<file path="src/rtl/tcw_pkg.sv">
// Shared types and constants for the text console writer.
package tcw_pkg;

    typedef struct packed {
        logic       kind;
        logic [7:0] char_code;
        logic [4:0] read_row;
        logic [6:0] read_col;
    } t_in;

    typedef struct packed {
        logic [15:0] cell_data;
        logic [6:0]  cursor_col;
        logic [4:0]  cursor_row;
    } t_out;

    typedef enum logic [1:0] {
        ST_CLEAR,
        ST_IDLE,
        ST_UPDATE,
        ST_SCROLL
    } t_state;

    // Commands from the controller to the datapath
    typedef struct packed {
        logic accept;
        logic clr_write;
        logic update;
        logic scroll_step;
        logic cnt_rst;
        logic set_pend;
        logic emit;
    } t_ctl_cmd;

    // Status from the datapath to the controller
    typedef struct packed {
        logic pend;
        logic out_free;
        logic scroll_req;
        logic cnt_last;
        logic cnt_end;
    } t_dp_status;

    localparam logic        KIND_PUT     = 1'b0;
    localparam logic        KIND_READ    = 1'b1;
    localparam logic [15:0] RESET_CELL   = 16'h0720;
    localparam logic [15:0] ATTR_MASK    = 16'hFF00;
    localparam logic [7:0]  BLANK_GLYPH  = 8'h20;
    localparam logic [7:0]  CH_NEWLINE   = 8'd10;
    localparam logic [7:0]  CH_BACKSPACE = 8'd8;

endpackage

</file>
<file path="src/rtl/tcw_ctrl.sv">
// Controller state machine: clearing pass, item handshake, update and scroll.
module tcw_ctrl (
    input  logic                i_clk,
    input  logic                i_rst_n,
    input  logic                i_in_valid,
    output logic                o_in_ready,
    input  tcw_pkg::t_dp_status i_status,
    output tcw_pkg::t_ctl_cmd   o_cmd
);
    import tcw_pkg::*;

    t_state r_state, n_state;

    always_ff @(posedge i_clk) begin
        if (!i_rst_n) begin
            r_state <= ST_CLEAR;
        end else begin
            r_state <= n_state;
        end
    end

    always_comb begin
        n_state    = r_state;
        o_cmd      = '0;
        o_in_ready = 1'b0;
        case (r_state)
            ST_CLEAR: begin
                o_cmd.clr_write = 1'b1;
                if (i_status.cnt_last) begin
                    o_cmd.cnt_rst = 1'b1;
                    n_state       = ST_IDLE;
                end
            end
            ST_IDLE: begin
                // release a finished result and take the next beat together
                o_cmd.emit   = i_status.pend && i_status.out_free;
                o_in_ready   = !i_status.pend || i_status.out_free;
                o_cmd.accept = i_in_valid && o_in_ready;
                if (o_cmd.accept) begin
                    n_state = ST_UPDATE;
                end
            end
            ST_UPDATE: begin
                o_cmd.update = 1'b1;
                if (i_status.scroll_req) begin
                    n_state = ST_SCROLL;
                end else begin
                    o_cmd.set_pend = 1'b1;
                    n_state        = ST_IDLE;
                end
            end
            ST_SCROLL: begin
                o_cmd.scroll_step = 1'b1;
                if (i_status.cnt_end) begin
                    o_cmd.cnt_rst  = 1'b1;
                    o_cmd.set_pend = 1'b1;
                    n_state        = ST_IDLE;
                end
            end
            default: begin
                n_state = ST_CLEAR;
            end
        endcase
    end
endmodule

</file>
<file path="config.mk">
export PLATFORM = sky130hd
export DESIGN_NAME = tcw_ctrl
export DESIGN_NICKNAME = d
export VERILOG_FILES = /design/src/rtl/tcw_pkg.sv /design/src/rtl/tcw_ctrl.sv
export SDC_FILE = /design/constraint.sdc
export NUM_CORES = 1
export LEC_CHECK = 0
export ABC_AREA = 1
export BUFFER_PORTS_ARGS = -buffer_cell sky130_fd_sc_hd__buf_2
export CAP_MARGIN = 20
export CORE_AREA = 2 2 39 41
export CTS_CLUSTER_SIZE = 40
export DETAILED_ROUTE_END_ITERATION = 8
export DIE_AREA = 0 0 41 43
export GPL_TIMING_DRIVEN = 1
export PLACE_DENSITY = 0.45
export SLEW_MARGIN = 40
export SYNTH_ARGS = -nofsm -noshare
export SYNTH_HDL_FRONTEND = slang
export SYNTH_SLANG_ARGS = --single-unit
export TNS_END_PERCENT = 5
</file>
<file path="constraint.sdc">
create_clock -name i_clk -period 1.2 [get_ports i_clk]
set_input_delay 0.18 -clock i_clk [delete_from_list [all_inputs] [get_ports i_clk]]
set_output_delay 0.18 -clock i_clk [all_outputs]
set_load 0.01 [all_outputs]
</file>
==> metrics.yaml <==
status:
  failed_checks: "setup timing"
  status: "complete, but fails checks"
synthesis:
  synth_common_cells: "nand2_1, inv_1, ha_1"
  synth_edf_count: 0
  synth.largest_area_cell: "ha_1"
  yosys.area.top_type_share_pct: 25.8
  ys_async_sr_fraction_pct: 0
  yosysMostFrequentCell: "nand2_1"
  synthFlopType: "dfxtp_1"
  avgSynthCellArea_um2: 6.07
  synth-seq-cells: 2
  ys_types: 10
  synthCells: 40
  ys_seq_area_share_pct: 16.5
  synth_area_leaders: "ha_1, nand2_1, dfxtp_1"
  syn_area_um2: 243
  ys_warn_count: 0
  syn_nets: 53
floorplanning:
  die-area_um2: 1760
  start_util_pct: 17.5
  rows: 14
  die_width_um: 41
  core-area_um2: 1380
  ios: 16
  dieHeight_um: 43
hold_path:
  min_from: "i_rst_n"
  min_path_type: "in2reg"
  whs_path_depth: 3
  hold_end: "r_state[0]$_SDFFE_PN0P_"
worst_setup_path:
  startpoint_type: "flip-flop"
  critical_path_arrival_ns: 1.11
  reg2reg_slack_ns: 0.06
  cp-end-kind: "output pin"
  critPathKind: "reg2out"
  rr_endpoint: "r_state[1]$_SDFFE_PN0P_"
  critPathMaxStageDelay_ns: 0.40
  cp_slowest_cell: "dfxtp_4"
  path_max_fanout: 4
  crit_chain: "inv_6 -> ha_4 -> a21oi_2 -> buf_2"
  r2r.worst_path.cells: 7
  timing.rr.start: "r_state[0]$_SDFFE_PN0P_"
  crit_required_ns: 1.02
layout:
  layout.cells.non_filler: 77
  largest_register: "r_state"
  syn_to_final_growth_pct: 91.8
  num-nets-final: 76
  layout-drive-gt1-share_pct: 63.9
  diodes: 0
  largestRegisters: "r_state: 2 flops"
  largest_reg_flops: 2
  utilization_pct: 33.6
  final_area_um2: 465
clocking:
  root_buffer: "clkbuf_4"
  cts.path.max_buffers: 2
  clkSinkCount: 2
  tritoncts: "yes"
  clock_latency_ns: 0.22
  cts_buffers: 3
  cts.clk_slew.worst_paths_ns: 0.03
  cts-htree-levels: 1
global_routing:
  grt_pass1_wl_um: 986
  grt.overflow.total: 0
  grt_pass1_vias: 261
  grt_max_degree: 5
  track_usage_pct: 8.72
  antenna_found_initial: 0
detailed_routing:
  drtAntennaViolNets: 0
  vias: 307
  wl_um: 625
  drc_errors: 0
  dr.pass1.iters: 1
  wl_per_cell_um: 8.12
  vias_per_cell: 3.99
  drt_iter0_markers: 0
sta:
  post-route-period-util_pct: 107
  fin_skew_ns: 0.00460
  relSlewSlack_pct: 92.0
  fin_hold_ws_ns: 0.174
  fmax_ghz: 0.777
  rsz0062_at_grt: "true"
  finalHoldViolations: 0
  fin_crit_ns: 1.29
  setup_ws_ns: -0.0874
  worstMarginPinSlew_ns: 0.121
  tns_ns: -0.253
  setup_viol: 5
  drv_slew: 0
pwr:
  irDropWorstVdd_mv: 0.781
  power.density_nw_per_um2: 1490
  finalPower_mw: 0.694
  leakagePower_nw: 0.246
place:
  place_inst: 73
  place.port_buffers: 15
  hpwlAfterDp_um: 445
  placed_area_um2: 353
  pre_cts_slack_ns: -0.0152
  gp_congestion: 0.706
job:
  cap_violations: 0
==> cell usage in the layout (no fill, tap or decap) <==
cell type	netlist	final
buf_6	0	1
o21ai_2	0	1
inv_4	0	1
inv_2	3	4
ha_4	0	4
clkbuf_4	0	3
a21oi_1	4	2
inv_1	6	3
buf_2	0	15
nand2_2	1	2
nand3_2	1	1
nand2_1	13	12
o21ai_1	2	1
ha_1	5	1
nor2_1	3	3
buf_4	0	2
inv_6	0	1
a21oi_2	0	2
dfxtp_4	0	2
==> timing repair <==
action / in CTS / in global routing
pin swaps: 3 / 1
hold buffers: 0 / 0
setup endpoints to repair: 8 / 7
gates cloned: 0 / 0
gates resized for setup: 18 / 4
buffers inserted: 1 / 0
hold endpoints to repair: 0 / 0
==> critical path, delay by kind of cell, from the launching register on <==
| kind | cells | cell delay (ns) |
|---|---|---|
| AO/OA/AOI/OAI | 1 | 0.09 |
| buffers and inverters | 2 | 0.19 |
| adder cells (fa/ha/maj) | 1 | 0.21 |
| flip-flops | 1 | 0.40 |
==> area by class of cell <==
cell class                 count  area, um^2
tap                           16        20.0
multi-input combinational     29         233
clock buffer                   3        22.5
timing repair buffer          18         101
inverter                       9        41.3
fill                         156         918
sequential                     2        47.5
==> how the worst max path moves through the flow <==
stage	cells after the start	endpoint	slack [ns]	from
4_1_cts	4	o_cmd[2]	-0.10	r_state[0]$_SDFFE_PN0P_
3_5_place_dp	4	o_cmd[2]	-0.02	r_state[0]$_SDFFE_PN0P_
5_1_grt	4	o_cmd[2]	-0.16	r_state[1]$_SDFFE_PN0P_
3_3_place_gp	4	o_cmd[2]	0.006	r_state[0]$_SDFFE_PN0P_
6_report	4	o_cmd[2]	-0.09	r_state[0]$_SDFFE_PN0P_
2_1_floorplan	8	r_state[1]$_SDFFE_PN0P_	0.06	r_state[0]$_SDFFE_PN0P_
==> cell families after synthesis <==
kind of cell / count (synthesis) / synth area share [%]
AO/OA/AOI/OAI: 6 / 12.4
AND/OR/NAND/NOR: 18 / 31.4
adder cells (fa/ha/maj): 5 / 25.8
buffers and inverters: 9 / 13.9
flip-flops: 2 / 16.5
==> metal layers <==
metal / up-vias / wire (um) / global-route usage, %
met1: 132 / 278 / 8.63
li1: 165 / - / -
met5: - / 0 / 0
met2: 10 / 308 / 13.1
met3: 0 / 39 / 4.71
met4: 0 / 0 / 6.00
==> power by group <==
group | internal [mW] | leakage [nW] | switching [mW]
Combinational | 0.207 | 0.215 | 0.208
Sequential | 0.0927 | 0.0178 | 0.0411
Clock | 0.110 | 0.0138 | 0.0350
Total | 0.410 | 0.246 | 0.284
Note: power is estimated with default switching activity, not from simulation.
